## src/rtl/mth_pkg.sv

```systemverilog
// Shared types, constants and helper functions for the modulated tape sensor.
// Used by the configuration register block, the top level and the port checker.
// Depends on nothing else.
package mth_pkg;

  // Field widths of the sample and counter datapath.
  localparam int SAMPLE_BITS    = 10;
  localparam int COUNT_BITS     = 16;
  localparam int OUT_COUNT_BITS = 16;
  localparam int THR_BITS       = 10;

  // Signed compare width wide enough for a sample difference and a threshold.
  localparam int CMP_BITS = ((SAMPLE_BITS > THR_BITS) ? SAMPLE_BITS : THR_BITS) + 2;

  // APB register map: one 32-bit register every four bytes.
  localparam int PADDR_BITS = 5;
  localparam int PDATA_BITS = 32;
  localparam int REG_IDX_BITS = 3;

  localparam logic [REG_IDX_BITS-1:0] REG_CENTER_LOW  = 3'd0;
  localparam logic [REG_IDX_BITS-1:0] REG_CENTER_HIGH = 3'd1;
  localparam logic [REG_IDX_BITS-1:0] REG_CORNER_LOW  = 3'd2;
  localparam logic [REG_IDX_BITS-1:0] REG_CORNER_HIGH = 3'd3;
  localparam logic [REG_IDX_BITS-1:0] REG_DARK_GATE   = 3'd4;

  // Register reset values.
  localparam logic [THR_BITS-1:0] CENTER_LOW_RESET  = 10'd350;
  localparam logic [THR_BITS-1:0] CENTER_HIGH_RESET = 10'd400;
  localparam logic [THR_BITS-1:0] CORNER_LOW_RESET  = 10'd450;
  localparam logic [THR_BITS-1:0] CORNER_HIGH_RESET = 10'd650;
  localparam logic [THR_BITS-1:0] DARK_GATE_RESET   = 10'd300;

  // Opcode of an input beat.
  localparam logic OP_LIT  = 1'b0;
  localparam logic OP_DARK = 1'b1;

  // Event kinds.
  localparam logic EV_ALL_WHITE = 1'b0;
  localparam logic EV_TAPE_ON   = 1'b1;

  typedef struct packed {
    logic                   opcode;
    logic [SAMPLE_BITS-1:0] left_sample;
    logic [SAMPLE_BITS-1:0] center_sample;
    logic [SAMPLE_BITS-1:0] right_sample;
  } in_t;

  typedef struct packed {
    logic                      event_valid;
    logic                      event_kind;
    logic [2:0]                tape_mask;
    logic                      led_drive;
    logic [OUT_COUNT_BITS-1:0] lit_error_count;
    logic [OUT_COUNT_BITS-1:0] dark_error_count;
  } out_t;

  // Threshold set handed from the register block to the datapath.
  typedef struct packed {
    logic [THR_BITS-1:0] center_low;
    logic [THR_BITS-1:0] center_high;
    logic [THR_BITS-1:0] corner_low;
    logic [THR_BITS-1:0] corner_high;
    logic [THR_BITS-1:0] dark_gate;
  } cfg_t;

  // Hysteresis on one sensor: white turns black below low, black turns
  // white above high, otherwise the bit is kept.
  function automatic logic hyst_bit(input logic black,
                                    input logic signed [CMP_BITS-1:0] diff,
                                    input logic [THR_BITS-1:0] lo,
                                    input logic [THR_BITS-1:0] hi);
    logic signed [CMP_BITS-1:0] lo_s;
    logic signed [CMP_BITS-1:0] hi_s;
    logic                       res;
    lo_s = $signed(CMP_BITS'(lo));
    hi_s = $signed(CMP_BITS'(hi));
    res  = black;
    if (!black && (diff < lo_s)) begin
      res = 1'b1;
    end else if (black && (diff > hi_s)) begin
      res = 1'b0;
    end
    return res;
  endfunction

endpackage

```

## src/rtl/mth_cfg.sv

```systemverilog
// APB register block holding the five detection thresholds.
// Depends on mth_pkg for the register map, reset values and cfg_t.
module mth_cfg (
  input  logic                           clk,
  input  logic                           rst,
  input  logic                           psel,
  input  logic                           penable,
  input  logic                           pwrite,
  input  logic [mth_pkg::PADDR_BITS-1:0] paddr,
  input  logic [mth_pkg::PDATA_BITS-1:0] pwdata,
  output logic [mth_pkg::PDATA_BITS-1:0] prdata,
  output logic                           pready,
  output mth_pkg::cfg_t                  cfg
);
  import mth_pkg::*;

  logic [REG_IDX_BITS-1:0] reg_idx;
  logic                    wr_en;
  logic [THR_BITS-1:0]     wr_val;

  assign reg_idx = paddr[PADDR_BITS-1:2];
  assign wr_en   = psel && penable && pwrite;
  assign wr_val  = pwdata[THR_BITS-1:0];
  assign pready  = 1'b1;

  // Register writes happen in the access phase.
  always_ff @(posedge clk) begin
    if (rst) begin
      cfg.center_low  <= CENTER_LOW_RESET;
      cfg.center_high <= CENTER_HIGH_RESET;
      cfg.corner_low  <= CORNER_LOW_RESET;
      cfg.corner_high <= CORNER_HIGH_RESET;
      cfg.dark_gate   <= DARK_GATE_RESET;
    end else if (wr_en) begin
      case (reg_idx)
        REG_CENTER_LOW:  cfg.center_low  <= wr_val;
        REG_CENTER_HIGH: cfg.center_high <= wr_val;
        REG_CORNER_LOW:  cfg.corner_low  <= wr_val;
        REG_CORNER_HIGH: cfg.corner_high <= wr_val;
        REG_DARK_GATE:   cfg.dark_gate   <= wr_val;
        default: ;
      endcase
    end
  end

  // Read mux; unmapped addresses read as zero.
  always_comb begin
    case (reg_idx)
      REG_CENTER_LOW:  prdata = PDATA_BITS'(cfg.center_low);
      REG_CENTER_HIGH: prdata = PDATA_BITS'(cfg.center_high);
      REG_CORNER_LOW:  prdata = PDATA_BITS'(cfg.corner_low);
      REG_CORNER_HIGH: prdata = PDATA_BITS'(cfg.corner_high);
      REG_DARK_GATE:   prdata = PDATA_BITS'(cfg.dark_gate);
      default:         prdata = '0;
    endcase
  end

endmodule

```

## src/rtl/modulated_tape_sensor_hysteresis.sv

```systemverilog
// An accepted beat is held in the input register, then its result in the result
// register. One input beat per cycle unless the result register stalls; the input
// register feeds one short compute stage that updates the tape state and the result.
// Reset (rst, synchronous): both stages empty, stored lit readings, tape state
// and error counters cleared, LED on, thresholds back to their default values.
// Depends on mth_pkg and mth_cfg.
module modulated_tape_sensor_hysteresis (
  input  logic                           clk,
  input  logic                           rst,
  input  logic                           psel,
  input  logic                           penable,
  input  logic                           pwrite,
  input  logic [mth_pkg::PADDR_BITS-1:0] paddr,
  input  logic [mth_pkg::PDATA_BITS-1:0] pwdata,
  output logic [mth_pkg::PDATA_BITS-1:0] prdata,
  output logic                           pready,
  input  logic                           in_valid,
  output logic                           in_ready,
  input  mth_pkg::in_t                   in_data,
  output logic                           out_valid,
  input  logic                           out_ready,
  output mth_pkg::out_t                  out_data
);
  import mth_pkg::*;

  cfg_t cfg;

  // Input stage.
  logic s1_valid;
  in_t  s1_data;

  // Sensor state.
  logic [SAMPLE_BITS-1:0] lit_left;
  logic [SAMPLE_BITS-1:0] lit_center;
  logic [SAMPLE_BITS-1:0] lit_right;
  logic [2:0]             tape_bits;
  logic [COUNT_BITS-1:0]  lit_errors;
  logic [COUNT_BITS-1:0]  dark_errors;
  logic                   led_state;

  // Compute stage signals.
  logic                       s2_load;
  logic                       is_dark;
  logic                       zero_seen;
  logic signed [CMP_BITS-1:0] diff_left;
  logic signed [CMP_BITS-1:0] diff_center;
  logic signed [CMP_BITS-1:0] diff_right;
  logic                       gate_ok;
  logic [2:0]                 tape_bits_next;
  logic                       changed;
  logic [COUNT_BITS-1:0]      lit_errors_next;
  logic [COUNT_BITS-1:0]      dark_errors_next;
  logic                       led_state_next;
  out_t                       out_next;

  mth_cfg u_cfg (
    .clk     (clk),
    .rst     (rst),
    .psel    (psel),
    .penable (penable),
    .pwrite  (pwrite),
    .paddr   (paddr),
    .pwdata  (pwdata),
    .prdata  (prdata),
    .pready  (pready),
    .cfg     (cfg)
  );

  // Handshake: the compute stage moves when the result register is free or drains.
  assign s2_load  = s1_valid && (!out_valid || out_ready);
  assign in_ready = !s1_valid || s2_load;

  always_ff @(posedge clk) begin
    if (rst) begin
      s1_valid <= 1'b0;
    end else if (in_ready) begin
      s1_valid <= in_valid;
    end
  end

  always_ff @(posedge clk) begin
    if (in_valid && in_ready) begin
      s1_data <= in_data;
    end
  end

  // Differences, gate and hysteresis for the beat in the input register.
  always_comb begin
    is_dark   = (s1_data.opcode == OP_DARK);
    zero_seen = (s1_data.left_sample == '0) || (s1_data.center_sample == '0) ||
                (s1_data.right_sample == '0);
    diff_left   = $signed(CMP_BITS'(s1_data.left_sample)) -
                  $signed(CMP_BITS'(lit_left));
    diff_center = $signed(CMP_BITS'(s1_data.center_sample)) -
                  $signed(CMP_BITS'(lit_center));
    diff_right  = $signed(CMP_BITS'(s1_data.right_sample)) -
                  $signed(CMP_BITS'(lit_right));
    gate_ok = is_dark &&
              (CMP_BITS'(s1_data.center_sample) > CMP_BITS'(cfg.dark_gate)) &&
              (lit_center != '0) && (diff_center > $signed(CMP_BITS'(0)));

    tape_bits_next = tape_bits;
    if (gate_ok) begin
      tape_bits_next[0] = hyst_bit(tape_bits[0], diff_left,
                                   cfg.corner_low, cfg.corner_high);
      tape_bits_next[1] = hyst_bit(tape_bits[1], diff_center,
                                   cfg.center_low, cfg.center_high);
      tape_bits_next[2] = hyst_bit(tape_bits[2], diff_right,
                                   cfg.corner_low, cfg.corner_high);
    end
    changed = gate_ok && (tape_bits_next != tape_bits);
  end

  // Saturating error counters and LED.
  always_comb begin
    lit_errors_next  = lit_errors;
    dark_errors_next = dark_errors;
    if (zero_seen && !is_dark && (lit_errors != '1)) begin
      lit_errors_next = lit_errors + COUNT_BITS'(1);
    end
    if (zero_seen && is_dark && (dark_errors != '1)) begin
      dark_errors_next = dark_errors + COUNT_BITS'(1);
    end
    led_state_next = is_dark;
  end

  // Result beat.
  always_comb begin
    out_next.event_valid      = changed;
    out_next.event_kind       = (changed && (tape_bits_next != '0)) ? EV_TAPE_ON
                                                                    : EV_ALL_WHITE;
    out_next.tape_mask        = changed ? tape_bits_next : 3'b000;
    out_next.led_drive        = led_state_next;
    out_next.lit_error_count  = OUT_COUNT_BITS'(lit_errors_next);
    out_next.dark_error_count = OUT_COUNT_BITS'(dark_errors_next);
  end

  // State update as each beat leaves the input register.
  always_ff @(posedge clk) begin
    if (rst) begin
      lit_left    <= '0;
      lit_center  <= '0;
      lit_right   <= '0;
      tape_bits   <= '0;
      lit_errors  <= '0;
      dark_errors <= '0;
      led_state   <= 1'b1;
    end else if (s2_load) begin
      if (!is_dark) begin
        lit_left   <= s1_data.left_sample;
        lit_center <= s1_data.center_sample;
        lit_right  <= s1_data.right_sample;
      end
      tape_bits   <= tape_bits_next;
      lit_errors  <= lit_errors_next;
      dark_errors <= dark_errors_next;
      led_state   <= led_state_next;
    end
  end

  // Result register.
  always_ff @(posedge clk) begin
    if (rst) begin
      out_valid <= 1'b0;
    end else if (s2_load) begin
      out_valid <= 1'b1;
    end else if (out_ready) begin
      out_valid <= 1'b0;
    end
  end

  always_ff @(posedge clk) begin
    if (s2_load) begin
      out_data <= out_next;
    end
  end

endmodule

```

## config.mk

```make
export PLATFORM = sky130hd
export DESIGN_NAME = modulated_tape_sensor_hysteresis
export DESIGN_NICKNAME = d
export VERILOG_FILES = /design/src/rtl/mth_pkg.sv /design/src/rtl/mth_cfg.sv /design/src/rtl/modulated_tape_sensor_hysteresis.sv
export SDC_FILE = /design/constraint.sdc
export NUM_CORES = 1
export LEC_CHECK = 0
export ABC_AREA = 1
export BUFFER_PORTS_ARGS = -buffer_cell sky130_fd_sc_hd__buf_4
export CORE_ASPECT_RATIO = 1.2
export CORE_MARGIN = 3
export CORE_UTILIZATION = 39
export DETAILED_ROUTE_END_ITERATION = 8
export PLACE_DENSITY = 0.69
export SLEW_MARGIN = 20
export SYNTH_ARGS = -nofsm -noshare
export SYNTH_HDL_FRONTEND = slang
export SYNTH_HIERARCHICAL = 1
export SYNTH_SLANG_ARGS = --single-unit
```

## constraint.sdc

```tcl
create_clock -name clk -period 3.4 [get_ports clk]
set_input_delay 0.34 -clock clk [delete_from_list [all_inputs] [get_ports clk]]
set_output_delay 0.34 -clock clk [all_outputs]
set_load 0.01 [all_outputs]
```

==> results of run 1 <==
placed cells by master (no fill, tap or decap), types with 25 or more instances in the layout:
cell type  instances
xor2_1            36
buf_4            145
o21ai_0           49
a21oi_1           94
nand2_1          309
edfxtp_1          69
nand4_1           25
nor2_1           122
dfxtp_1          117
ha_1              93
nand3_1          110
o21ai_1           31
inv_1            231
power by group through the flow:
stage / Combinational, W / Clock [W] / Sequential (W)
after floorplan: 0.000871 / 0 / 0.00254
after global placement: 0.00120 / 0 / 0.00254
after detailed placement: 0.00124 / 0 / 0.00255
after CTS: 0.00127 / 0.00207 / 0.00250
after global routing: 0.00156 / 0.00215 / 0.00251
final: 0.00138 / 0.00202 / 0.00250
worst reg2reg max path, stage by stage, from the launching register on:
cell and delay (ns):
edfxtp_1 0.45, ha_4 0.30, a21oi_2 0.13, o21ai_2 0.08
a21oi_2 0.14, nor2_1 0.07, o21ai_1 0.17, nand2_1 0.07
nand2_1 0.07, nand2_1 0.07, a21oi_2 0.17, xnor2_2 0.13
ha_1 0.27, nand2_2 0.10, nor2_2 0.04, a211oi_1 0.20
nand2_1 0.07, nand2_1 0.09, nand2_1 0.07, nand3_2 0.08
inv_2 0.04, nand3_2 0.07, nand2_2 0.07, nor2_4 0.18
a21oi_2 0.07
worst paths after layout:
path,startpoint,to,cells past startpoint,slack [ns]
min reg2reg,lit_left[0],lit_left[0],2,0.46
min,in_data[14],s1_data[14],1,0.07
max reg2reg,s1_data[4],out_data[34],24,-0.05
max,s1_data[4],out_data[34],24,-0.05
routing by layer:
metal  vias to the layer above  routed length [um]  global-route usage
met2                       252               14900               0.328
li1                       5115                   -                   -
met3                        61                1050              0.0256
met5                         -                   0                   0
met1                      4668               12100               0.217
met4                         0                1100              0.0740
cell type report:
cell class	count	area, um^2
Clock buffer	17	425
Clock inverter	15	175
Fill cell	2875	15300
Inverter	245	920
Multi-Input combinational cell	1040	6150
Sequential cell	186	4410
Tap cell	385	482
Timing Repair Buffer	146	1100
cell families (layout without fill, tap and decap cells):
logic type / count (synthesis) / in the layout / synth area share
flip-flops: 186 / 186 / 0.383
adder cells (fa/ha/maj): 102 / 102 / 0.113
AND/OR/NAND/NOR: 653 / 653 / 0.255
buffers and inverters: 310 / 423 / 0.112
other: 2 / 23 / 0.000652
XOR/XNOR: 44 / 44 / 0.0334
AO/OA/AOI/OAI: 218 / 218 / 0.104
state kept, by name (all words and copies together), names as in the netlist:
signal	flops
out_data	38
tape_bits	3
dark_errors	16
lit_right	10
lit_center	10
u_cfg/cfg	50
lit_left	10
is_dark	1
out_valid	1
s1_valid	1
s1_data	30
lit_errors	16
repair_timing:
item,CTS,global route
endpoints found under the setup margin,6,8
pin swaps,11,32
buffers inserted,4,10
resized for setup,9,41
cloned,0,0
per-stage QoR:
step	setup WS (ns)	setup TNS (ns)	instance area, um^2
after floorplan	0.0751	0	11600
after global placement	-0.146	-0.751	12700
after detailed placement	-0.211	-1.13	12700
after CTS	0.000717	0	13400
after global routing	-0.298	-1.69	13700
final	-0.0534	-0.223	13700
==> flow_metrics.env, run 1 <==
export IMPL_power_density_nw_per_um2=432
export IMPL_syn_inst=1515
export IMPL_power_frac_comb=0.234
export IMPL_timing_hold_ws_ns=0.0713
export IMPL_placementRows=68
export IMPL_grt_overflow=0
export IMPL_finalNonFillerCells=2034
export IMPL_cap_violations=0
export IMPL_cp_start_kind="flip-flop"
export IMPL_crit_top_cell="nand2_1"
export IMPL_drtAntennaViolNets=0
export IMPL_cp_max_fo=5
export IMPL_antenna_cells=0
export IMPL_rsz0062_at_grt="true"
export IMPL_p_leak_nw=6.50
export IMPL_synth_seq_cells=186
export IMPL_cp_slowest_cell="edfxtp_1"
export IMPL_switchingPower_w=0.00186
export IMPL_synth_cell_types=47
export IMPL_internal_power_w=0.00404
export IMPL_avgSynthCellArea_um2=7.61
export IMPL_pwr_share_seq=0.423
export IMPL_nets=1813
export IMPL_ys_top_cells_by_area="dfxtp_1 (20%), edfxtp_1 (18%), ha_1 (11%)"
export IMPL_dieArea_um2=31700
export IMPL_worstMarginPinSlew_ns=1.01
export IMPL_max_freq_ghz=0.290
export IMPL_yosys_warnings=6
export IMPL_crit_chain="ha_4, a21oi_2, o21ai_2, a21oi_2, nor2_1, o21ai_1, nand2_1, nand2_1, nand2_1, a21oi_2, xnor2_2, ha_1, nand2_2, nor2_2, a211oi_1, nand2_1, nand2_1, nand2_1, nand3_2, inv_2, nand3_2, nand2_2, nor2_4, a21oi_2"
export IMPL_setup_viol=5
export IMPL_cts_path_max_buffers=2
export IMPL_core_area_um2=28900
export IMPL_io_buffers=100
export IMPL_die_height_um=194
export IMPL_first_iter_violations=614
export IMPL_antenna_found_initial=0
export IMPL_critPathCaptureType="flip-flop"
export IMPL_final_period_utilization=1.02
export IMPL_final_core_util=0.472
export IMPL_vias_per_cell=4.96
export IMPL_hold_viol_final=0
export IMPL_gp_congestion=0.904
export IMPL_post_dp_hpwl_um=21900
export IMPL_yosysSeqAreaShare=0.383
export IMPL_status="finished, violations left"
export IMPL_hold_buffers=0
export IMPL_netlist_area_um2=11500
export IMPL_fin_crit_ns=3.45
export IMPL_grt_start_max_net_pins=61
export IMPL_critical_path_arrival_ns=3.64
export IMPL_synth_edff_count=69
export IMPL_crit_family="simple AND/OR/NAND/NOR gates"
export IMPL_drc=0
export IMPL_synth_top_cells_by_count="nand2_1 (315), inv_1 (232), nor2_1 (126)"
export IMPL_root_buffer="clkbuf_16"
export IMPL_clk_latency_ns=0.44
export IMPL_hp_class="input port to flip-flop"
export IMPL_initial_core_util=0.398
export IMPL_yosysTopAreaCellShare=0.203
export IMPL_cts_buffers=17
export IMPL_required_ns=3.58
export IMPL_layout_setup_ws_ns=-0.0534
export IMPL_cts_num_sinks=186
export IMPL_dp_cells=1989
export IMPL_yosys_area_top_type="dfxtp_1"
export IMPL_final_max_slew_viol_count=0
export IMPL_path_clk_slew_ns=0.07
export IMPL_grt_pass1_wl_um=46700
export IMPL_crit_path_max_incr_delay_ns=0.45
export IMPL_p_total_w=0.00590
export IMPL_violations="setup timing"
export IMPL_relSlewSlack=0.329
export IMPL_worst_setup_path_type="flip-flop to flip-flop"
export IMPL_p_clk_frac=0.343
export IMPL_routed_via_count=10096
export IMPL_cts_htree_levels=4
export IMPL_wire_per_inst_um=14.3
export IMPL_ys_flop_type="dfxtp_1"
export IMPL_first_pass_iters=5
export IMPL_final_layout_size_suffix_gt1_frac=0.174
export IMPL_swShare=0.315
export IMPL_die_w_um=163
export IMPL_crit_buf_inv=1
export IMPL_io_pins=148
export IMPL_tritoncts="yes"
export IMPL_grt_total_usage=0.183
export IMPL_syn2layout_area_growth_pct=18.6
export IMPL_skew_ns=0.00933
export IMPL_synthMostInstantiatedCell="nand2_1"
export IMPL_first_global_vias=9526
export IMPL_ys_async_sr_fraction=0
export IMPL_drt_wl_total_um=29200
export IMPL_ir_worst_vdd_mv=0.356
Note: power is estimated with default switching activity, not from simulation.
==> run 2, diff against run 1 <==
--- a/config.mk
+++ b/config.mk
@@ -8,7 +8,6 @@
 export ABC_AREA = 1
 export BUFFER_PORTS_ARGS = -buffer_cell sky130_fd_sc_hd__buf_4
 export CORE_ASPECT_RATIO = 1.2
-export CORE_MARGIN = 3
 export CORE_UTILIZATION = 39
 export DETAILED_ROUTE_END_ITERATION = 8
 export PLACE_DENSITY = 0.69
==> run 2 against run 1 <==
Effect of this change: the run still ends with setup timing left; design area decreased by 0.89%; worst setup slack worse by 0.022 ns; worst hold slack got worse by 0.011 ns; sequential share of layout area rose by 0.29 points; core utilization is 0.42 points lower; register-to-register slack lost 0.02 ns; via count shrank 0.95%; total power fell by 1.4%; wire length decreased by 0.94%.
==> flow_metrics.env, run 2 (synthesis gave the netlist of run 1 again) <==
export IMPL_ir_worst_vdd_mv=0.294
export IMPL_layout_setup_ws_ns=-0.0750
export IMPL_fin_crit_ns=3.47
export IMPL_die_height_um=190
export IMPL_drt_wl_total_um=28900
export IMPL_io_pins=148
export IMPL_tritoncts="yes"
export IMPL_vias_per_cell=4.92
export IMPL_root_buffer="clkbuf_16"
export IMPL_worst_setup_path_type="flip-flop to flip-flop"
export IMPL_first_global_vias=9617
export IMPL_regMostFlops="u_cfg/cfg"
export IMPL_setup_tns_ns=-0.369
export IMPL_gp_congestion=0.920
export IMPL_clk_latency_ns=0.45
export IMPL_cap_violations=0
export IMPL_critPathCaptureType="flip-flop"
export IMPL_rsz0062_at_grt="true"
export IMPL_final_layout_size_suffix_gt1_frac=0.168
export IMPL_largest_reg_flops=50
export IMPL_final_common_cell="nand2_1"
export IMPL_cts_num_sinks=186
export IMPL_p_leak_nw=6.46
export IMPL_r2r_cells=23
export IMPL_first_pass_iters=6
export IMPL_violations="setup timing"
export IMPL_cts_path_max_buffers=2
export IMPL_placementRows=68
export IMPL_syn2layout_area_growth_pct=17.5
export IMPL_grt_start_max_net_pins=63
export IMPL_antenna_cells=0
export IMPL_die_w_um=159
export IMPL_grt_pass1_wl_um=46000
export IMPL_dieArea_um2=30200
export IMPL_routed_via_count=10000
export IMPL_whs_path_depth=1
export IMPL_hp_class="input port to flip-flop"
export IMPL_first_iter_violations=545
export IMPL_drc=0
export IMPL_post_dp_hpwl_um=21700
export IMPL_cp_start_kind="flip-flop"
export IMPL_final_max_slew_viol_count=0
export IMPL_skew_ns=0.0103
export IMPL_dp_slack_ns=-0.250
export IMPL_path_clk_slew_ns=0.08
export IMPL_initial_core_util=0.398
export IMPL_status="finished, violations left"
export IMPL_wire_per_inst_um=14.2
export IMPL_antenna_found_initial=0
export IMPL_nets=1811
export IMPL_relSlewSlack=0.323
export IMPL_drtAntennaViolNets=0
export IMPL_hold_viol_final=0
export IMPL_final_fill_count=2859
export IMPL_max_freq_ghz=0.288
export IMPL_top_regs="u_cfg/cfg (50), out_data (38), s1_data (30)"
export IMPL_grt_overflow=0
export IMPL_setup_viol=6
export IMPL_final_period_utilization=1.02
export IMPL_io_buffers=100
export IMPL_final_core_util=0.468
export IMPL_cp_max_fo=5
export IMPL_required_ns=3.60
export IMPL_core_area_um2=28900
export IMPL_grt_total_usage=0.192
export IMPL_worstMarginPinSlew_ns=1.02
export IMPL_power_density_nw_per_um2=429
export IMPL_cts_htree_levels=4
export IMPL_cts_buffers=17
export IMPL_critical_path_arrival_ns=3.68
export IMPL_final_cell_mix="nand2_1 (312), inv_1 (231), buf_4 (144), nor2_1 (124), dfxtp_1 (117)"
[run 2: cell count changes in the layout (fill, tap and decap cells not counted), sizes merged]
cell / change
clkinvlp: +1
clkinv: +1
buf: -2
inv: -1
bufinv: -1
[run 2: where the power goes]
group | switching (W) | total (W) | internal, W | leakage (nW)
logic | 0.000792 | 0.00133 | 0.000540 | 4.55
registers | 0.0000685 | 0.00250 | 0.00243 | 1.62
clock network | 0.000999 | 0.00199 | 0.000988 | 0.284
total | 0.00186 | 0.00581 | 0.00395 | 6.46
[run 2: final cells by class]
type / instances / area [um^2] / share of cell area
Multi-Input combinational cell: 1040 / 6050 / 0.447
Sequential cell: 186 / 4410 / 0.326
Timing Repair Buffer: 144 / 1080 / 0.0798
Inverter: 245 / 920 / 0.0679
Tap cell: 385 / 482 / 0.0356
Clock buffer: 17 / 425 / 0.0314
Clock inverter: 15 / 170 / 0.0126
[run 2: what timing repair did]
item / 4_1_cts / 5_1_grt
hold buffers: 0 / 0
buffers inserted: 5 / 8
gates resized for setup: 16 / 19
endpoints found under the setup margin: 6 / 8
pin swaps: 16 / 25
[run 2: worst paths after layout]
kind	start	endpoint	slack [ns]
setup / recovery	s1_data[4]	out_data[33]	-0.07
hold / removal	in_data[6]	s1_data[6]	0.06
setup reg to reg	s1_data[4]	out_data[33]	-0.07
hold reg to reg	lit_left[0]	lit_left[0]	0.46
[run 2: per-layer routing]
layer  track usage  wire [um]  share of wire
met4         0.106       1320          0.046
met1         0.215      11800           0.41
met3        0.0331       1250          0.043
met5             0          0              0
met2         0.345      14500           0.50
[run 2: critical path, stage by stage (launching register included)]
cell	delay, ns
edfxtp_1	0.43
ha_4	0.28
a21oi_2	0.17
o21ai_2	0.09
a21oi_2	0.15
nor2_1	0.07
o21ai_2	0.14
nand2_1	0.07
nand2_1	0.08
nand2_1	0.07
a21oi_2	0.13
xnor2_1	0.16
ha_1	0.29
buf_4	0.15
a211oi_2	0.22
nand2_1	0.07
nand2_1	0.09
nand2_1	0.07
nand3_2	0.09
inv_2	0.04
nand3_2	0.06
nand2_2	0.06
nor2_4	0.18
a21oi_2	0.07
[run 2: per-stage QoR]
| stage | instances | hold WS [ns] | total power, W | instance area [um^2] |
|---|---|---|---|---|
| 2_1_floorplan | 1536 | 0.427 | 0.00341 | 11600 |
| 3_3_place_gp | 1987 | 0.437 | 0.00374 | 12700 |
| 3_5_place_dp | 1987 | 0.448 | 0.00379 | 12700 |
| 4_1_cts | 2024 | 0.0433 | 0.00581 | 13400 |
| 5_1_grt | 2032 | 0.0377 | 0.00612 | 13500 |
| 6_report | 2032 | 0.0602 | 0.00581 | 13500 |
